<file path="src/hdl/gcrsd_pkg.sv">
// ----------------------------------------------------------------------------
// gcrsd_pkg
// shared types, sizes and the 6-and-2 translation table for the sector decoder
// ----------------------------------------------------------------------------
`default_nettype none

package gcrsd_pkg;

    localparam int FRAGMENT_ENTRIES = 86;
    localparam int SECTOR_BYTES     = 256;
    localparam int ENCODED_BYTES    = FRAGMENT_ENTRIES + SECTOR_BYTES;
    localparam int PAIR_TWO_START   = 2 * FRAGMENT_ENTRIES;
    localparam int COUNT_W          = $clog2(ENCODED_BYTES + 2);
    localparam int FRAG_AW          = $clog2(FRAGMENT_ENTRIES);
    localparam int POS_W            = $clog2(SECTOR_BYTES);
    localparam int QUEUE_DEPTH      = 4;

    localparam logic [1:0] STAT_OK       = 2'd0;
    localparam logic [1:0] STAT_MISMATCH = 2'd1;
    localparam logic [1:0] STAT_SHORT    = 2'd2;

    localparam logic KIND_DATA   = 1'b0;
    localparam logic KIND_STATUS = 1'b1;

    // one queue entry: an aligned disk byte and/or a short-sector end
    typedef struct packed {
        logic               disk_vld;
        logic [7:0]         disk;
        logic [COUNT_W-1:0] idx;
        logic               short_end;
    } t_qent;

    // returns {ok, value}; value is zero for a byte outside the code set
    function automatic logic [6:0] gcr_decode(input logic [7:0] b);
        logic [6:0] r;
        unique case (b)
            8'h96: r = {1'b1, 6'd0};   8'h97: r = {1'b1, 6'd1};
            8'h9A: r = {1'b1, 6'd2};   8'h9B: r = {1'b1, 6'd3};
            8'h9D: r = {1'b1, 6'd4};   8'h9E: r = {1'b1, 6'd5};
            8'h9F: r = {1'b1, 6'd6};   8'hA6: r = {1'b1, 6'd7};
            8'hA7: r = {1'b1, 6'd8};   8'hAB: r = {1'b1, 6'd9};
            8'hAC: r = {1'b1, 6'd10};  8'hAD: r = {1'b1, 6'd11};
            8'hAE: r = {1'b1, 6'd12};  8'hAF: r = {1'b1, 6'd13};
            8'hB2: r = {1'b1, 6'd14};  8'hB3: r = {1'b1, 6'd15};
            8'hB4: r = {1'b1, 6'd16};  8'hB5: r = {1'b1, 6'd17};
            8'hB6: r = {1'b1, 6'd18};  8'hB7: r = {1'b1, 6'd19};
            8'hB9: r = {1'b1, 6'd20};  8'hBA: r = {1'b1, 6'd21};
            8'hBB: r = {1'b1, 6'd22};  8'hBC: r = {1'b1, 6'd23};
            8'hBD: r = {1'b1, 6'd24};  8'hBE: r = {1'b1, 6'd25};
            8'hBF: r = {1'b1, 6'd26};  8'hCB: r = {1'b1, 6'd27};
            8'hCD: r = {1'b1, 6'd28};  8'hCE: r = {1'b1, 6'd29};
            8'hCF: r = {1'b1, 6'd30};  8'hD3: r = {1'b1, 6'd31};
            8'hD6: r = {1'b1, 6'd32};  8'hD7: r = {1'b1, 6'd33};
            8'hD9: r = {1'b1, 6'd34};  8'hDA: r = {1'b1, 6'd35};
            8'hDB: r = {1'b1, 6'd36};  8'hDC: r = {1'b1, 6'd37};
            8'hDD: r = {1'b1, 6'd38};  8'hDE: r = {1'b1, 6'd39};
            8'hDF: r = {1'b1, 6'd40};  8'hE5: r = {1'b1, 6'd41};
            8'hE6: r = {1'b1, 6'd42};  8'hE7: r = {1'b1, 6'd43};
            8'hE9: r = {1'b1, 6'd44};  8'hEA: r = {1'b1, 6'd45};
            8'hEB: r = {1'b1, 6'd46};  8'hEC: r = {1'b1, 6'd47};
            8'hED: r = {1'b1, 6'd48};  8'hEE: r = {1'b1, 6'd49};
            8'hEF: r = {1'b1, 6'd50};  8'hF2: r = {1'b1, 6'd51};
            8'hF3: r = {1'b1, 6'd52};  8'hF4: r = {1'b1, 6'd53};
            8'hF5: r = {1'b1, 6'd54};  8'hF6: r = {1'b1, 6'd55};
            8'hF7: r = {1'b1, 6'd56};  8'hF9: r = {1'b1, 6'd57};
            8'hFA: r = {1'b1, 6'd58};  8'hFB: r = {1'b1, 6'd59};
            8'hFC: r = {1'b1, 6'd60};  8'hFD: r = {1'b1, 6'd61};
            8'hFE: r = {1'b1, 6'd62};  8'hFF: r = {1'b1, 6'd63};
            default: r = 7'd0;
        endcase
        return r;
    endfunction

endpackage

`default_nettype wire

</file>
<file path="src/hdl/gcrsd_front.sv">
// ----------------------------------------------------------------------------
// gcrsd_front
// bit aligner: turns raw bytes into disk bytes, counts them, spots sector end
// ----------------------------------------------------------------------------
`default_nettype none

module gcrsd_front (
    input  wire logic                 i_clk,
    input  wire logic                 i_rst_n,
    input  wire logic                 i_valid,
    input  wire logic [7:0]           i_raw,
    input  wire logic                 i_first,
    input  wire logic                 i_last,
    input  wire logic                 i_q_full,
    output logic                      o_ready,
    output logic                      o_push,
    output gcrsd_pkg::t_qent          o_entry
);

    logic [6:0]                      r_align;
    logic [gcrsd_pkg::COUNT_W-1:0]   r_count;
    logic                            r_done;
    logic [6:0]                      n_align;
    logic [gcrsd_pkg::COUNT_W-1:0]   n_count;
    logic                            n_done;

    logic [6:0]                      eff_align;
    logic [gcrsd_pkg::COUNT_W-1:0]   eff_count;
    logic                            eff_done;
    logic [15:0]                     w;
    logic                            close;
    logic [7:0]                      disk;
    logic [6:0]                      rem;
    logic                            do_disk;
    logic                            done_disk;
    logic                            short_end;
    logic                            accept;

    assign o_ready = !i_q_full;
    assign accept  = i_valid && o_ready;

    always_comb begin
        eff_align = i_first ? 7'd0 : r_align;
        eff_count = i_first ? '0 : r_count;
        eff_done  = i_first ? 1'b0 : r_done;
        w         = {1'b0, eff_align, i_raw};
        close     = 1'b0;
        disk      = 8'd0;
        rem       = i_raw[6:0];
        // downward so the earliest closing shift wins
        for (int j = 8; j >= 1; j--) begin
            if (w[15-j]) begin
                close = 1'b1;
                disk  = w[15-j -: 8];
                rem   = 7'(i_raw & (8'hFF >> j));
            end
        end
        do_disk   = close && !eff_done;
        done_disk = do_disk && (eff_count == gcrsd_pkg::COUNT_W'(gcrsd_pkg::ENCODED_BYTES));
        short_end = i_last && !eff_done && !done_disk;
        n_align   = rem;
        n_count   = do_disk ? eff_count + 1'b1 : eff_count;
        n_done    = eff_done || done_disk || short_end;

        o_push             = accept && (do_disk || short_end);
        o_entry.disk_vld   = do_disk;
        o_entry.disk       = disk;
        o_entry.idx        = eff_count;
        o_entry.short_end  = short_end;
    end

    always_ff @(posedge i_clk) begin
        if (!i_rst_n) begin
            r_align <= 7'd0;
            r_count <= '0;
            r_done  <= 1'b0;
        end else if (accept) begin
            r_align <= n_align;
            r_count <= n_count;
            r_done  <= n_done;
        end
    end

`ifndef NO_ASSERTIONS
    // a finished sector ignores items until the next sector start
    a_done_holds: assert property (@(posedge i_clk) disable iff (!i_rst_n)
        (accept && r_done && !i_first) |=> (r_done && $stable(r_count)))
        else $error("finished sector advanced without sector start");
`endif

endmodule

`default_nettype wire

</file>
<file path="src/hdl/gcrsd_queue.sv">
// ----------------------------------------------------------------------------
// gcrsd_queue
// small fifo between the aligner and the decode back end
// ----------------------------------------------------------------------------
`default_nettype none

module gcrsd_queue (
    input  wire logic                 i_clk,
    input  wire logic                 i_rst_n,
    input  wire logic                 i_push,
    input  wire gcrsd_pkg::t_qent     i_wdata,
    output logic                      o_full,
    input  wire logic                 i_pop,
    output logic                      o_valid,
    output gcrsd_pkg::t_qent          o_rdata
);

    localparam int AW = $clog2(gcrsd_pkg::QUEUE_DEPTH);
    localparam int CW = $clog2(gcrsd_pkg::QUEUE_DEPTH + 1);

    gcrsd_pkg::t_qent r_mem [gcrsd_pkg::QUEUE_DEPTH];
    logic [AW-1:0]    r_wr_ptr;
    logic [AW-1:0]    r_rd_ptr;
    logic [CW-1:0]    r_cnt;

    assign o_full  = (r_cnt == CW'(gcrsd_pkg::QUEUE_DEPTH));
    assign o_valid = (r_cnt != '0);
    assign o_rdata = r_mem[r_rd_ptr];

    always_ff @(posedge i_clk) begin
        if (i_push) begin
            r_mem[r_wr_ptr] <= i_wdata;
        end
    end

    always_ff @(posedge i_clk) begin
        if (!i_rst_n) begin
            r_wr_ptr <= '0;
            r_rd_ptr <= '0;
            r_cnt    <= '0;
        end else begin
            if (i_push) begin
                r_wr_ptr <= r_wr_ptr + 1'b1;
            end
            if (i_pop) begin
                r_rd_ptr <= r_rd_ptr + 1'b1;
            end
            if (i_push && !i_pop) begin
                r_cnt <= r_cnt + 1'b1;
            end else if (i_pop && !i_push) begin
                r_cnt <= r_cnt - 1'b1;
            end
        end
    end

`ifndef NO_ASSERTIONS
    a_no_overflow: assert property (@(posedge i_clk) disable iff (!i_rst_n)
        !(i_push && o_full && !i_pop))
        else $error("queue overflow");
    a_no_underflow: assert property (@(posedge i_clk) disable iff (!i_rst_n)
        !(i_pop && !o_valid))
        else $error("queue underflow");
`endif

endmodule

`default_nettype wire

</file>
<file path="src/hdl/gcrsd_back.sv">
// ----------------------------------------------------------------------------
// gcrsd_back
// table lookup, checksum chain, fragment store and result output register
// ----------------------------------------------------------------------------
`default_nettype none

module gcrsd_back (
    input  wire logic                 i_clk,
    input  wire logic                 i_rst_n,
    input  wire logic                 i_q_valid,
    input  wire gcrsd_pkg::t_qent     i_q_entry,
    output logic                      o_q_pop,
    output logic                      o_m_tvalid,
    input  wire logic                 i_m_tready,
    output logic [23:0]               o_m_tdata,
    output logic                      o_m_tuser,
    output logic                      o_m_tlast
);

    localparam int PW = gcrsd_pkg::POS_W;
    localparam int AW = gcrsd_pkg::FRAG_AW;

    logic [5:0]    r_mem [gcrsd_pkg::FRAGMENT_ENTRIES];
    logic [5:0]    r_rd;
    logic [5:0]    r_sum;
    logic          r_dp;
    logic          r_sp;
    logic [5:0]    r_b_sum;
    logic [1:0]    r_b_pair;
    logic [PW-1:0] r_b_pos;
    logic [1:0]    r_b_status;

    logic [6:0]    lk;
    logic [5:0]    sum_cur;
    logic [5:0]    sum_new;
    logic          is_frag;
    logic          is_data;
    logic          is_chk;
    logic [1:0]    chk_status;
    logic [PW-1:0] pos;
    logic [1:0]    pair;
    logic [PW-1:0] pair_base;
    logic [AW-1:0] rd_addr;
    logic          take;
    logic          b_free;
    logic          adv;
    logic          frag_lo;
    logic          frag_hi;

    always_comb begin
        lk      = gcrsd_pkg::gcr_decode(i_q_entry.disk);
        sum_cur = (i_q_entry.idx == '0) ? 6'd0 : r_sum;
        sum_new = sum_cur ^ lk[5:0];
        is_frag = i_q_entry.disk_vld &&
                  (i_q_entry.idx < gcrsd_pkg::COUNT_W'(gcrsd_pkg::FRAGMENT_ENTRIES));
        is_chk  = i_q_entry.disk_vld &&
                  (i_q_entry.idx == gcrsd_pkg::COUNT_W'(gcrsd_pkg::ENCODED_BYTES));
        is_data = i_q_entry.disk_vld && !is_frag && !is_chk;
        chk_status = (lk[6] && (lk[5:0] == sum_cur)) ? gcrsd_pkg::STAT_OK
                                                     : gcrsd_pkg::STAT_MISMATCH;
        pos = PW'(i_q_entry.idx - gcrsd_pkg::COUNT_W'(gcrsd_pkg::FRAGMENT_ENTRIES));
        // which bit pair of the fragment word, and the word's address
        if (pos < PW'(gcrsd_pkg::FRAGMENT_ENTRIES)) begin
            pair      = 2'd0;
            pair_base = '0;
        end else if (pos < PW'(gcrsd_pkg::PAIR_TWO_START)) begin
            pair      = 2'd1;
            pair_base = PW'(gcrsd_pkg::FRAGMENT_ENTRIES);
        end else begin
            pair      = 2'd2;
            pair_base = PW'(gcrsd_pkg::PAIR_TWO_START);
        end
        rd_addr = AW'(pos - pair_base);
    end

    assign o_m_tvalid = r_dp || r_sp;
    assign take       = o_m_tvalid && i_m_tready;
    assign b_free     = !o_m_tvalid || (take && !(r_dp && r_sp));
    assign adv        = i_q_valid && b_free;
    assign o_q_pop    = adv;

    always_ff @(posedge i_clk) begin
        if (adv && is_frag) begin
            r_mem[i_q_entry.idx[AW-1:0]] <= sum_new;
        end
        if (adv && is_data) begin
            r_rd <= r_mem[rd_addr];
        end
    end

    always_ff @(posedge i_clk) begin
        if (!i_rst_n) begin
            r_sum <= 6'd0;
            r_dp  <= 1'b0;
            r_sp  <= 1'b0;
        end else begin
            if (adv && i_q_entry.disk_vld && !is_chk) begin
                r_sum <= sum_new;
            end
            if (adv) begin
                r_dp <= is_data;
                r_sp <= is_chk || i_q_entry.short_end;
            end else if (take) begin
                if (r_dp) begin
                    r_dp <= 1'b0;
                end else begin
                    r_sp <= 1'b0;
                end
            end
        end
    end

    always_ff @(posedge i_clk) begin
        if (adv) begin
            r_b_sum    <= sum_new;
            r_b_pair   <= pair;
            r_b_pos    <= pos;
            r_b_status <= is_chk ? chk_status : gcrsd_pkg::STAT_SHORT;
        end
    end

    // fragment bit pair is used swapped
    always_comb begin
        case (r_b_pair)
            2'd0:    begin frag_lo = r_rd[0]; frag_hi = r_rd[1]; end
            2'd1:    begin frag_lo = r_rd[2]; frag_hi = r_rd[3]; end
            default: begin frag_lo = r_rd[4]; frag_hi = r_rd[5]; end
        endcase
        if (r_dp) begin
            o_m_tuser = gcrsd_pkg::KIND_DATA;
            o_m_tlast = 1'b0;
            o_m_tdata = {6'd0, gcrsd_pkg::STAT_OK, r_b_pos, r_b_sum, frag_lo, frag_hi};
        end else begin
            o_m_tuser = gcrsd_pkg::KIND_STATUS;
            o_m_tlast = 1'b1;
            o_m_tdata = {6'd0, r_b_status, 16'd0};
        end
    end

`ifndef NO_ASSERTIONS
    // a status sharing an entry with a data byte follows it directly
    a_status_follows: assert property (@(posedge i_clk) disable iff (!i_rst_n)
        (take && r_dp && r_sp) |=> (o_m_tvalid && o_m_tuser == gcrsd_pkg::KIND_STATUS))
        else $error("status result lost after data result");
    // a status item carries one of the defined status codes
    a_status_code: assert property (@(posedge i_clk) disable iff (!i_rst_n)
        (r_sp && !r_dp) |-> (r_b_status != 2'd3))
        else $error("undefined status code");
`endif

endmodule

`default_nettype wire

</file>
<file path="src/hdl/gcr_6and2_sector_decode.sv">
// ----------------------------------------------------------------------------
// gcr_6and2_sector_decode
// 6-and-2 group-coded sector data-field decoder, stream in and stream out
// ----------------------------------------------------------------------------
// Takes one raw read byte per cycle (msb first) and realigns it into disk
// bytes; each disk byte is translated, chained into the 6-bit checksum and
// either kept as a fragment word (first 86) or turned into a data item with
// its position (next 256). The 343rd disk byte yields the status item; a tlast
// on the input before that ends the sector with the short status. tuser on the
// input starts a new sector. The aligner accepts one raw byte every cycle while
// its 4-entry queue has room; the back end retires one queue entry per cycle,
// holding the queue while a data item and a status item from one raw byte wait
// to leave, and otherwise only stalls on the output tready. Between a raw byte
// and its data item lie the queue and the result output register; the fragment
// store is a single-port memory with registered read.
`default_nettype none

module gcr_6and2_sector_decode (
    input  wire logic        i_clk,
    input  wire logic        i_rst_n,
    input  wire logic        i_s_tvalid,
    output logic             o_s_tready,
    input  wire logic [7:0]  i_s_tdata,   // raw_byte
    input  wire logic        i_s_tuser,   // first_byte
    input  wire logic        i_s_tlast,   // last_byte
    output logic             o_m_tvalid,
    input  wire logic        i_m_tready,
    output logic [23:0]      o_m_tdata,   // data[7:0], position[15:8], status[17:16]
    output logic             o_m_tuser,   // kind
    output logic             o_m_tlast    // end_mark
);

    logic             q_full;
    logic             q_push;
    logic             q_pop;
    logic             q_valid;
    gcrsd_pkg::t_qent q_wdata;
    gcrsd_pkg::t_qent q_rdata;

    gcrsd_front u_front (
        .i_clk    (i_clk),
        .i_rst_n  (i_rst_n),
        .i_valid  (i_s_tvalid),
        .i_raw    (i_s_tdata),
        .i_first  (i_s_tuser),
        .i_last   (i_s_tlast),
        .i_q_full (q_full),
        .o_ready  (o_s_tready),
        .o_push   (q_push),
        .o_entry  (q_wdata)
    );

    gcrsd_queue u_queue (
        .i_clk   (i_clk),
        .i_rst_n (i_rst_n),
        .i_push  (q_push),
        .i_wdata (q_wdata),
        .o_full  (q_full),
        .i_pop   (q_pop),
        .o_valid (q_valid),
        .o_rdata (q_rdata)
    );

    gcrsd_back u_back (
        .i_clk      (i_clk),
        .i_rst_n    (i_rst_n),
        .i_q_valid  (q_valid),
        .i_q_entry  (q_rdata),
        .o_q_pop    (q_pop),
        .o_m_tvalid (o_m_tvalid),
        .i_m_tready (i_m_tready),
        .o_m_tdata  (o_m_tdata),
        .o_m_tuser  (o_m_tuser),
        .o_m_tlast  (o_m_tlast)
    );

endmodule

`default_nettype wire
</file>
<file path="config.mk">
export PLATFORM = sky130hd
export DESIGN_NAME = gcr_6and2_sector_decode
export DESIGN_NICKNAME = d
export VERILOG_FILES = /design/src/hdl/gcrsd_pkg.sv /design/src/hdl/gcrsd_front.sv /design/src/hdl/gcrsd_queue.sv /design/src/hdl/gcrsd_back.sv /design/src/hdl/gcr_6and2_sector_decode.sv
export SDC_FILE = /design/constraint.sdc
export NUM_CORES = 1
export LEC_CHECK = 0
export BUFFER_PORTS_ARGS = -buffer_cell sky130_fd_sc_hd__buf_4
export CAP_MARGIN = 20
export CORE_AREA = 2 2 213 215
export CTS_CLUSTER_SIZE = 12
export DETAILED_ROUTE_END_ITERATION = 10
export DIE_AREA = 0 0 215 217
export GPL_ROUTABILITY_DRIVEN = 0
export PLACE_DENSITY = 0.79
export SYNTH_ARGS = -nofsm -noshare
export SYNTH_HDL_FRONTEND = slang
export SYNTH_SLANG_ARGS = --single-unit
</file>
<file path="constraint.sdc">
create_clock -name i_clk -period 6.89 [get_ports i_clk]
set_input_delay 0.689 -clock i_clk [delete_from_list [all_inputs] [get_ports i_clk]]
set_output_delay 0.689 -clock i_clk [all_outputs]
set_load 0.02 [all_outputs]
</file>
Word-level counts from Yosys, hierarchy flattened. Memory sizes are Yosys's and may differ from the RTL's. A register that Yosys moved wholly into a read port is not among the register bits. Index checks and enable logic that the tools add are counted.

Output and inout bits: 28. Register bits: 50. Logic and storage cells: 125. Bits in read-only memories: 1792. Bits in writable memories: 592. Memories kept: 3. Bits of input ports: 14.

Muxes and demuxes: 50. Magnitude comparators: 3. Bitwise operators: 1. Add/subtract/negate cells: 7. Equal/unequal tests: 6. Reductions and logical operators: 42.

Memory list: (name not given) (depth 256, bits a word 7, rd ports 1, clocked after Yosys merged registers in 0, wr ports 0, RTL line gcrsd_pkg.sv:36) `unique case (b)`; u_back.r_mem (depth 86, bits a word 6, rd ports 1, clocked after Yosys merged registers in 1, wr ports 1, RTL line gcrsd_back.sv:23) `logic [5:0] r_mem [gcrsd_pkg::FRAGMENT_ENTRIES];`; u_queue.r_mem (depth 4, bits a word 19, rd ports 1, clocked after Yosys merged registers in 1, wr ports 1, RTL line gcrsd_queue.sv:21) `gcrsd_pkg::t_qent r_mem [gcrsd_pkg::QUEUE_DEPTH];`.

Operators by type and width (number): 7-bit 2-to-1 mux (11); 8-bit 2-to-1 mux (8); 1-bit logical AND (21); 1-bit 2-to-1 mux (20); 9-bit equality test (second input constant) (2); 18-bit 2-to-1 mux (1); 9-bit 2-to-1 mux (2); 9-bit by 1-bit adder with 9-bit output (second input constant) (1); 1-bit zero test (9); 9-bit zero test (1); 9-bit by 7-bit less-than comparator with 1-bit output (second input constant) (1); 8-bit by 7-bit less-than comparator with 1-bit output (second input constant) (1); 8-bit less-than comparator (second input constant) (1); 8-bit by 7-bit subtractor with 8-bit output (second input constant) (1); 7-bit subtractor (1); 6-bit equality test (1); 1-bit logical OR (6); 2-bit 2-to-1 mux (3); 3-bit 2-to-1 mux (2); 6-bit 2-to-1 mux (1); 6-bit XOR (1); 2-bit by 1-bit adder with 2-bit output (second input constant) (2); 1-bit one-hot mux with 2 select lines (2); 2-bit nonzero test (2); 8 further kinds (8).

Longest topological paths before layout. Gate-level depths: netlist of run 1.

Depth after elaboration: 18. Gate-level depth with buffers: 19. Gate-level depth less buffers: 17.

Hierarchy. A second synthesis of run 1 with hierarchy kept.

Cells, all modules: 1694. Area, all modules: 28458.5 um^2.

Modules (own cells, without submodules): gcrsd_back (times used 1, seq. area each 16375.7 um^2, area each 23381.2 um^2, cells each 1282); gcrsd_queue (times used 1, seq. area each 2462.4 um^2, area each 3231.8 um^2, cells each 142); gcrsd_front (times used 1, seq. area each 340.3 um^2, area each 1845.5 um^2, cells each 270).

Worst setup path after synthesis of run 1. No wires, ideal clock.

Path type: reg2reg. Start: register with a tool-made name. End: register u_back.r_b_sum[5] (data pin). Library setup time: 0.711 ns. Path slack: 1.365 ns. Cell stages (with the launch flop): 13. Path buffers: 4. Data required time: 6.179 ns. Clock period less this slack: 5.525 ns. Arrival time: 4.813 ns. Path through: dfxtp_1 buf_6 buf_6 mux4_2 buf_2 inv_1 ha_1 clkbuf_1 nand2b_1 a21oi_1 nor2_1 nor2_1 xnor2_1.

RTL lines: end signal: assignment (RTL line gcrsd_back.sv:115) `r_b_sum <= sum_new;`; end: declaration (RTL line gcrsd_back.sv:28) `logic [5:0] r_b_sum;`.

==> metrics, run 1 <==
status finished, final reports clean; Starting Density 0.6215; largest net degree at the start of global routing 90; final hold vios 0; Mapped Cells 1,711; RSZ-0062 raised after global routing false; area grow syn2layout 10.33%; fin crit period 5.564 ns; FILL cells 2,892; # H-tree levels 3; setup violators final 0; ant diodes 0; most frequent cells in the layout edfxtp_1, nand2_1, mux4_2; number of port buffers 35; TritonCTS clock tree done; CP Data Arrival Time 5.88 ns; I/O pins 42; synthesized area per cell 16.24 sq um; Synth Cell Area 0.02778 sq mm; Vias 15,680; die height 217 microns; Max Slew Vio Count 0; CTS Sinks 650; Routed WL 60.65 mm; most common cell after layout, fill and taps aside edfxtp_1; Startpoint Class register; setup TNS 0 ns; detailed-route DRC error count 0; Slew HR 0.2055; flops & latches, synth 650; clock slew seen by the registers of the worst setup and hold paths 0.06 ns; Core Rows 78; first-pass GRT wire length 92.13 mm; multi-input combinational cell area 0.008125 sq mm; worst skew pair latency 0.60 ns; Cell variety after synth 78; Worst-Margin Slew 1.186 ns; HPWL after DPL 36.83 mm; FMAX 0.1797 GHz; hold buffer count at CTS 0; Die Width 215 microns; cts bufs inserted 68; Final Cycle Share 0.8076; Seq/Total Area, Yosys 0.6904; drt first-iter violations 1,876; CTS Buffer Depth 3; Initial DRT Pass Iterations 6; EDFF count, synth 616; Register Area 0.01918 sq mm; Avg WL per Cell 25.52 microns; overall routing resource usage 0.2629; Max-cap violations 0; CTS resizes 0; GRT Residual Overflow 0; CP required 7.21 ns; Hold Crit Class in -> reg; postcts setup bufs 0; critical path class reg -> reg; vias in the first global route 15,190; yosys warns 0; count of nets after finishing 1,778; CP Capture Type register; Root Driver clkbuf_16; antenna viol nets, final 0; Post-synth ARST share 0; DR vias/cell 6.596; Clock Skews 0.03645 ns; die area 0.04666 sq mm; core box area 0.04470 sq mm; initial antenna violation count 0; layout cells sized above 1 0.1773; top_reg_cell synth edfxtp_1; worst hold margin 0.4435 ns; CP max FO 13
## per-stage QoR
step,setup WS (ns),std cells,util,area (sq um)
after floorplan,1.365,1716,-,27800
after global placement,1.487,2267,0.6399,28600
after detailed placement,1.440,2268,0.6400,28610
after CTS,1.364,2375,0.6845,30590
after global routing,0.9644,2377,0.6857,30650
final,1.326,2377,0.6857,30650
## sequential cells by signal, summed over array words and instances, names as in the netlist, named ones only
register           cells
u_back.r_b_sum         6
u_back.r_b_pair        2
u_back.r_b_status      2
u_back.r_sp            1
u_queue.r_wr_ptr       2
u_front.r_align        7
u_front.r_count        9
u_queue.r_cnt          3
u_front.r_done         1
u_back.r_sum           6
u_queue.r_mem         76
u_queue.r_rd_ptr       2
u_back.r_b_pos         8
u_back.r_rd            6
u_back.r_dp            1
u_back.r_mem         516
## path summary, 6_finish.rpt
check,end,cells past startpoint,startpoint,slack (ns)
hold / removal,u_front.r_align[3],3,i_s_tdata[3],0.44
setup reg to reg,u_back.r_rd[1],17,register,1.33
hold reg to reg,u_back.r_sum[1],2,u_back.r_sum[1],0.48
setup / recovery,u_back.r_rd[1],17,register,1.33
## Yosys cell counts, types with 32 or more instances
cell type / number / share of area
and2_1: 33 / 0.0074
mux2i_1: 32 / 0.012
dfxtp_1: 34 / 0.025
edfxtp_1: 616 / 0.67
nand2_1: 177 / 0.024
nor2_1: 122 / 0.016
o21ai_0: 49 / 0.0088
a21oi_1: 33 / 0.0059
mux4_2: 150 / 0.12
nand3_1: 55 / 0.0099
clkbuf_1: 61 / 0.0082
inv_1: 36 / 0.0049
## cell families after synthesis
group / Yosys count / synth area share
AO/OA/AOI/OAI: 194 / 0.04689
XOR/XNOR: 31 / 0.01113
adder cells (fa/ha/maj): 25 / 0.01171
buffers and inverters: 137 / 0.02193
flip-flops: 650 / 0.6904
multiplexers: 186 / 0.1357
other: 1 / 0.0001350
AND/OR/NAND/NOR: 487 / 0.08211
## routing by layer
| layer | up-vias | global-route usage | wire, microns |
|---|---|---|---|
| met5 | - | 0 | 0 |
| met4 | 0 | 0.09379 | 2046 |
| met3 | 139 | 0.04682 | 5788 |
| met2 | 923 | 0.4167 | 28950 |
| met1 | 7913 | 0.3753 | 23870 |
| li1 | 6704 | - | - |
## critical path: stages (launching register included)
cell and delay [ns]:
dfxtp_1 0.57, buf_4 0.36, mux4_1 0.69, inv_2 0.18
o21ai_1 0.10, xor2_1 0.30, nand2_1 0.20, mux2i_4 0.33
ha_4 0.20, fa_1 0.36, nor2b_1 0.08, o21ai_0 0.19
nor3b_1 0.47, o21a_1 0.58, nand3_1 0.33, nand4_1 0.16
o21a_1 0.14, mux2i_1 0.07
## layout make-up
type,instances,area share
clock buffer,90,0.06030
timing repair buffer,54,0.01527
clock inverter,17,0.004572
inverter,37,0.004531
multi-input combinational,929,0.2651
sequential,650,0.6257
tap,600,0.02449
Power of run 1 is left out: the tool's default activity adds up to more than one toggle a clock period on the data nets, which glitch-free logic cannot reach.
==> run 2, diff against run 1 <==
--- a/config.mk
+++ b/config.mk
@@ -7,12 +7,12 @@
 export LEC_CHECK = 0
 export BUFFER_PORTS_ARGS = -buffer_cell sky130_fd_sc_hd__buf_4
 export CAP_MARGIN = 20
-export CORE_AREA = 2 2 213 215
+export CORE_AREA = 2 2 224 226
 export CTS_CLUSTER_SIZE = 12
 export DETAILED_ROUTE_END_ITERATION = 10
-export DIE_AREA = 0 0 215 217
+export DIE_AREA = 0 0 226 228
 export GPL_ROUTABILITY_DRIVEN = 0
-export PLACE_DENSITY = 0.79
+export PLACE_DENSITY = 0.76
 export SYNTH_ARGS = -nofsm -noshare
 export SYNTH_HDL_FRONTEND = slang
 export SYNTH_SLANG_ARGS = --single-unit
==> constraint.sdc (replaced) <==
create_clock -name i_clk -period 5 [get_ports i_clk]
set_input_delay 0.5 -clock i_clk [delete_from_list [all_inputs] [get_ports i_clk]]
set_output_delay 0.5 -clock i_clk [all_outputs]
set_load 0.02 [all_outputs]
==> run 2 against run 1 <==
Net effect:
- sequential share of layout area fell by 0.77 points
- non-clock buffer count rose by 17
- clock-buffer cell count rose by 2
- global-route usage fell by 1.7 points
- hold slack got worse by 0.23 ns
- worst setup slack got worse by 1.0 ns
- flip-flop and latch count did not move
- design area rose by 1.3%
- clock skew barely moved
- highest routed layer unchanged
==> metrics, run 2 (synthesis results as in run 1) <==
status finished, final reports clean (unchanged); Clock Skews 0.03684 ns (was 0.03645 ns); Worst-Margin Slew 1.082 ns (was 1.186 ns); hold buffer count at CTS 0 (unchanged); # H-tree levels 3 (unchanged); Root Driver clkbuf_16 (unchanged); I/O pins 42 (unchanged); die area 0.05153 sq mm (was 0.04666 sq mm); CP Capture Type register (unchanged); final hold vios 0 (unchanged); Vias 15,570 (was 15,680); Worst R2R End u_back.r_rd[0] (was u_back.r_rd[1]); area grow syn2layout 11.72% (was 10.33%); CP Data Arrival Time 5.07 ns (was 5.88 ns); RSZ-0062 raised after global routing false (unchanged); die height 228 microns (was 217 microns); setup TNS 0 ns (unchanged); most frequent cells in the layout edfxtp_1, nand2_1, mux4_2 (unchanged); count of nets after finishing 1,795 (was 1,778); Core Rows 82 (was 78); vias in the first global route 15,480 (was 15,190); most common cell after layout, fill and taps aside edfxtp_1 (unchanged); FMAX 0.2118 GHz (was 0.1797 GHz); clock slew seen by the registers of the worst setup and hold paths 0.06 ns (about the same); Initial DRT Pass Iterations 5 (was 6); CP required 5.35 ns (was 7.21 ns); CP max FO 12 (was 13); Register Area 0.01918 sq mm (about the same); first-pass GRT wire length 94.43 mm (was 92.13 mm); worst r2r path cells 17 (unchanged); Endpoint, Worst Hold u_front.r_align[3] (unchanged); core box area 0.04935 sq mm (was 0.04470 sq mm); largest net degree at the start of global routing 90 (unchanged); layout cells sized above 1 0.1907 (was 0.1773); Final Cycle Share 0.9442 (was 0.8076); CTS Sinks 650 (unchanged); CTS Buffer Depth 3 (unchanged); Reg with most FFs u_back.r_mem (unchanged); HPWL after DPL 38.46 mm (was 36.83 mm); GRT Residual Overflow 0 (unchanged); DR vias/cell 6.302 (was 6.596); Avg WL per Cell 25.00 microns (was 25.52 microns); worst skew pair latency 0.62 ns (was 0.60 ns); setup violators final 0 (unchanged); detailed-route DRC error count 0 (unchanged); R2R Setup Slk 0.28 ns (was 1.33 ns); fin crit period 4.721 ns (was 5.564 ns); initial antenna violation count 0 (unchanged); Slew HR 0.2753 (was 0.2055); cts bufs inserted 68 (unchanged); Die Width 226 microns (was 215 microns); Max Slew Vio Count 0 (unchanged); largest registers u_back.r_mem (516), u_queue.r_mem (76), u_front.r_count (9) (unchanged); Worst Hold Launch i_s_tdata[3] (unchanged); Starting Density 0.5629 (was 0.6215); antenna viol nets, final 0 (unchanged); multi-input combinational cell area 0.008172 sq mm (was 0.008125 sq mm); FILL cells 3,476 (was 2,892); drt first-iter violations 1,850 (was 1,876); critical path class reg -> reg (unchanged); Max-cap violations 0 (unchanged); Hold Crit Class in -> reg (unchanged); WHS Path Cells 3 (unchanged); ant diodes 0 (unchanged); max reg flops 516 (unchanged); TritonCTS clock tree done (unchanged); Startpoint Class register (unchanged); number of port buffers 35 (unchanged); overall routing resource usage 0.2455 (was 0.2629); Routed WL 61.79 mm (was 60.65 mm)
-- run 2: how the worst max path moves through the flow --
| stage | from | to | slack (ns) | depth (start not counted) |
|---|---|---|---|---|
| floorplan | register | u_back.r_rd[3] | 0.16 | 17 |
| global placement | register | u_back.r_rd[0] | 0.08 | 17 |
| detailed placement | register | u_back.r_rd[2] | -0.20 | 17 |
| CTS | register | u_back.r_rd[0] | 0.04 | 17 |
| global route | register | u_back.r_rd[4] | 0.09 | 18 |
| finish | register | u_back.r_rd[0] | 0.28 | 17 |
-- run 2: critical path, cell delays in order, from the launching register on --
cell and delay [ns]:
dfxtp_2 0.40, mux4_2 0.65, ha_1 0.33, o21ai_2 0.26
xnor2_1 0.19, a21o_1 0.24, and2_1 0.17, inv_1 0.07
ha_1 0.33, nor2b_1 0.15, o21ai_0 0.38, nor3b_4 0.34
buf_4 0.17, o21a_2 0.27, a32oi_1 0.16, nand4_1 0.12
o21a_1 0.15, mux2i_1 0.08
-- run 2: cell type report --
cell class | count | share of cell area
Clock buffer | 92 | 0.05906
Clock inverter | 20 | 0.006330
Inverter | 37 | 0.004475
Multi-Input combinational cell | 929 | 0.2633
Sequential cell | 650 | 0.6180
Tap cell | 672 | 0.02709
Timing Repair Buffer | 71 | 0.02173
-- run 2: through the flow --
stage | worst slack (ns) | area, sq um | hold slack [ns] | std cells | util
global placement | 0.07566 | 28950 | 0.4590 | 2358 | 0.5865
CTS | 0.03650 | 30980 | 0.1848 | 2470 | 0.6278
global route | 0.09143 | 31030 | 0.2082 | 2471 | 0.6289
finish | 0.2790 | 31030 | 0.2088 | 2471 | 0.6289
floorplan | 0.1565 | 27830 | 0.4528 | 1716 | -
detailed placement | -0.2042 | 28950 | 0.4822 | 2358 | 0.5865
-- run 2: what timing repair did --
action                     in CTS  in global routing
pin swaps                       0                  1
gates resized for setup         1                  9
setup endpoints to repair       6                  6
buffers inserted                0                  1
-- run 2: metal layers --
metal	share of wire	up-vias	GRT usage
li1	-	6734	-
met1	0.40	7892	0.3430
met2	0.49	811	0.3931
met3	0.078	136	0.04276
met4	0.032	0	0.08899
met5	0	-	0
Power of run 2 is left out for the same reason.
==> run 3, diff against run 2 <==
--- a/config.mk
+++ b/config.mk
@@ -7,12 +7,12 @@
 export LEC_CHECK = 0
 export BUFFER_PORTS_ARGS = -buffer_cell sky130_fd_sc_hd__buf_4
 export CAP_MARGIN = 20
-export CORE_AREA = 2 2 224 226
+export CORE_AREA = 2 2 213 215
 export CTS_CLUSTER_SIZE = 12
 export DETAILED_ROUTE_END_ITERATION = 10
-export DIE_AREA = 0 0 226 228
+export DIE_AREA = 0 0 215 217
 export GPL_ROUTABILITY_DRIVEN = 0
-export PLACE_DENSITY = 0.76
+export PLACE_DENSITY = 0.79
 export SYNTH_ARGS = -nofsm -noshare
 export SYNTH_HDL_FRONTEND = slang
 export SYNTH_SLANG_ARGS = --single-unit
==> constraint.sdc (replaced) <==
create_clock -name i_clk -period 5.3 [get_ports i_clk]
set_input_delay 0.53 -clock i_clk [delete_from_list [all_inputs] [get_ports i_clk]]
set_output_delay 0.53 -clock i_clk [all_outputs]
set_load 0.02 [all_outputs]
==> run 3 against run 2 <==
Net effect:
- design area down 0.92%
- via count barely moved
- clock skew is 0.00052 ns lower
- sequential share of layout area grew 0.57 points
- hold slack better by 0.034 ns
- core utilization grew 5.9 points
- die area is 9.5% lower
- routed wire length increased by 1.4%
- largest cell class unchanged
- highest routed layer unchanged
==> metrics, run 3 (synthesis results as in run 1) <==
antenna viol nets, final 0 (unchanged); die height 217 microns (was 228 microns); setup TNS 0 ns (unchanged); critical path class reg -> reg (unchanged); worst r2r path cells 16 (was 17); post-route cell area 0.03075 sq mm (was 0.03103 sq mm); Register Area 0.01918 sq mm (about the same); final hold vios 0 (unchanged); most common cell after layout, fill and taps aside edfxtp_1 (unchanged); die area 0.04666 sq mm (was 0.05153 sq mm); Max Slew Vio Count 0 (unchanged); slack of the critical path 0.3001 ns (was 0.2790 ns); ant diodes 0 (unchanged); CP max FO 48 (was 12); TritonCTS clock tree done (unchanged); Die Width 215 microns (was 226 microns); Clock Skews 0.03632 ns (was 0.03684 ns); Startpoint Class register (unchanged); Critical-path top delay cell mux4_2 (unchanged); WHS Path Cells 3 (unchanged); R2R Setup Slk 0.30 ns (was 0.28 ns); largest net degree at the start of global routing 89 (was 90); RSZ-0062 raised after global routing false (unchanged); Worst-Margin Slew 1.117 ns (was 1.082 ns); Worst path most repeated cell mux2i_1 (was ha_1); cells along the critical path buf_4 -> mux4_2 -> or2_2 -> a22oi_1 -> o221ai_1 -> nand2_1 -> mux2i_4 -> ha_4 -> fa_1 -> xor2_4 -> buf_6 -> mux2i_1 -> a32oi_1 -> nand4_1 -> o21a_1 -> mux2i_1 (was mux4_2 -> ha_1 -> o21ai_2 -> xnor2_1 -> a21o_1 -> and2_1 -> inv_1 -> ha_1 -> nor2b_1 -> o21ai_0 -> nor3b_4 -> buf_4 -> o21a_2 -> a32oi_1 -> nand4_1 -> o21a_1 -> mux2i_1); clock slew seen by the registers of the worst setup and hold paths 0.06 ns (about the same); Avg WL per Cell 26.29 microns (was 25.00 microns); initial antenna violation count 0 (unchanged); Crit path largest cell delay 0.70 ns (was 0.65 ns); hold buffer count at CTS 0 (unchanged); CP required 5.65 ns (was 5.35 ns); dpl cell area 0.02873 sq mm (was 0.02895 sq mm); multi-input combinational cell area 0.008143 sq mm (was 0.008172 sq mm); I/O pins 42 (unchanged); Core Rows 78 (was 82); Hold Crit Class in -> reg (unchanged); Worst R2R End u_back.r_rd[2] (was u_back.r_rd[0]); GRT Residual Overflow 0 (unchanged); Vias 15,570 (about the same); # H-tree levels 3 (unchanged); status finished, final reports clean (unchanged); Max-cap violations 0 (unchanged); CP Data Arrival Time 5.35 ns (was 5.07 ns); layout cells sized above 1 0.1856 (was 0.1907); largest registers u_back.r_mem (516), u_queue.r_mem (76), u_front.r_count (9) (unchanged); Root Driver clkbuf_16 (unchanged); core box area 0.04470 sq mm (was 0.04935 sq mm); Initial DRT Pass Iterations 5 (unchanged); setup violators final 0 (unchanged); most frequent cells in the layout edfxtp_1, nand2_1, mux4_2 (unchanged); CP Capture Type register (unchanged); max reg flops 516 (unchanged); vias in the first global route 15,510 (was 15,480); Final Cycle Share 0.9434 (was 0.9442); Reg with most FFs u_back.r_mem (unchanged); FMAX 0.2000 GHz (was 0.2118 GHz); fin crit period 5.000 ns (was 4.721 ns); worst skew pair latency 0.61 ns (was 0.62 ns); Endpoint, Worst Hold u_front.r_align[3] (unchanged); DR vias/cell 6.533 (was 6.302); first-pass GRT wire length 95.36 mm (was 94.43 mm); count of nets after finishing 1,787 (was 1,795); CTS Buffer Depth 3 (unchanged); Slew HR 0.2556 (was 0.2753); Worst Hold Launch i_s_tdata[3] (unchanged); worst hold margin 0.2424 ns (was 0.2088 ns); HPWL after DPL 38.89 mm (was 38.46 mm); number of port buffers 35 (unchanged); detailed-route DRC error count 0 (unchanged); Starting Density 0.6215 (was 0.5629); drt first-iter violations 1,938 (was 1,850); Routed WL 62.64 mm (was 61.79 mm); FILL cells 2,805 (was 3,476); CTS Sinks 650 (unchanged); pre-CTS WS 0.1150 ns (was -0.2042 ns); area grow syn2layout 10.70% (was 11.72%); overall routing resource usage 0.2745 (was 0.2455); cts bufs inserted 67 (was 68)
-- run 3: changes by cell type in the layout (fill, tap and decap cells not counted), moves of 2 or more --
cell / before / now
clkbuf_8: 2 / 4
buf_12: 11 / 4
clkinv_8: 1 / 3
clkbuf_16: 69 / 67
clkbuf_1: 21 / 15
clkinv_1: 4 / 2
clkinv_2: 8 / 6
-- run 3: per-stage QoR --
stage / util / cells
after floorplan: - / 1716
after global placement: 0.6427 / 2279
after detailed placement: 0.6427 / 2279
after CTS: 0.6875 / 2382
after global routing: 0.6880 / 2383
final: 0.6880 / 2383
-- run 3: what timing repair did --
action                                  in CTS  in global routing
buffers inserted                             0                  0
endpoints found under the setup margin       0                  6
resized for setup                            0                  4
-- run 3: how the worst max path moves through the flow --
| stage | startpoint | end |
|---|---|---|
| 2_1_floorplan | register | u_back.r_b_sum[0] |
| 3_3_place_gp | register | u_back.r_rd[5] |
| 3_5_place_dp | register | u_back.r_rd[5] |
| 4_1_cts | register | u_back.r_rd[5] |
| 5_1_grt | register | u_back.r_rd[5] |
| 6_report | register | u_back.r_rd[2] |
-- run 3: final cells by class --
type / count / share of cell area
Sequential cell: 650 / 0.6237
Tap cell: 600 / 0.02441
Multi-Input combinational cell: 929 / 0.2648
Timing Repair Buffer: 64 / 0.01750
Clock buffer: 86 / 0.05814
Clock inverter: 17 / 0.006958
Inverter: 37 / 0.004516
-- run 3: critical path: cells and delay by family (launching register included) --
family                     cells  cell delay, ns
xor gates and xnor gates       1            0.44
DFF                            1            0.46
buffers and inverters          2            0.66
and+or+nand+nor                3            0.71
AOI/OAI and AO/OA              4            0.57
muxes                          4            1.13
adders and majority gates      2            0.75
-- run 3: layer usage --
metal  share of wire  track usage  vias up
met4           0.037       0.1103        0
met3           0.099      0.07575      147
li1                -            -     6708
met5               0            0        -
met2            0.49       0.4455      899
met1            0.38       0.3572     7813
Power of run 3 is left out for the same reason.
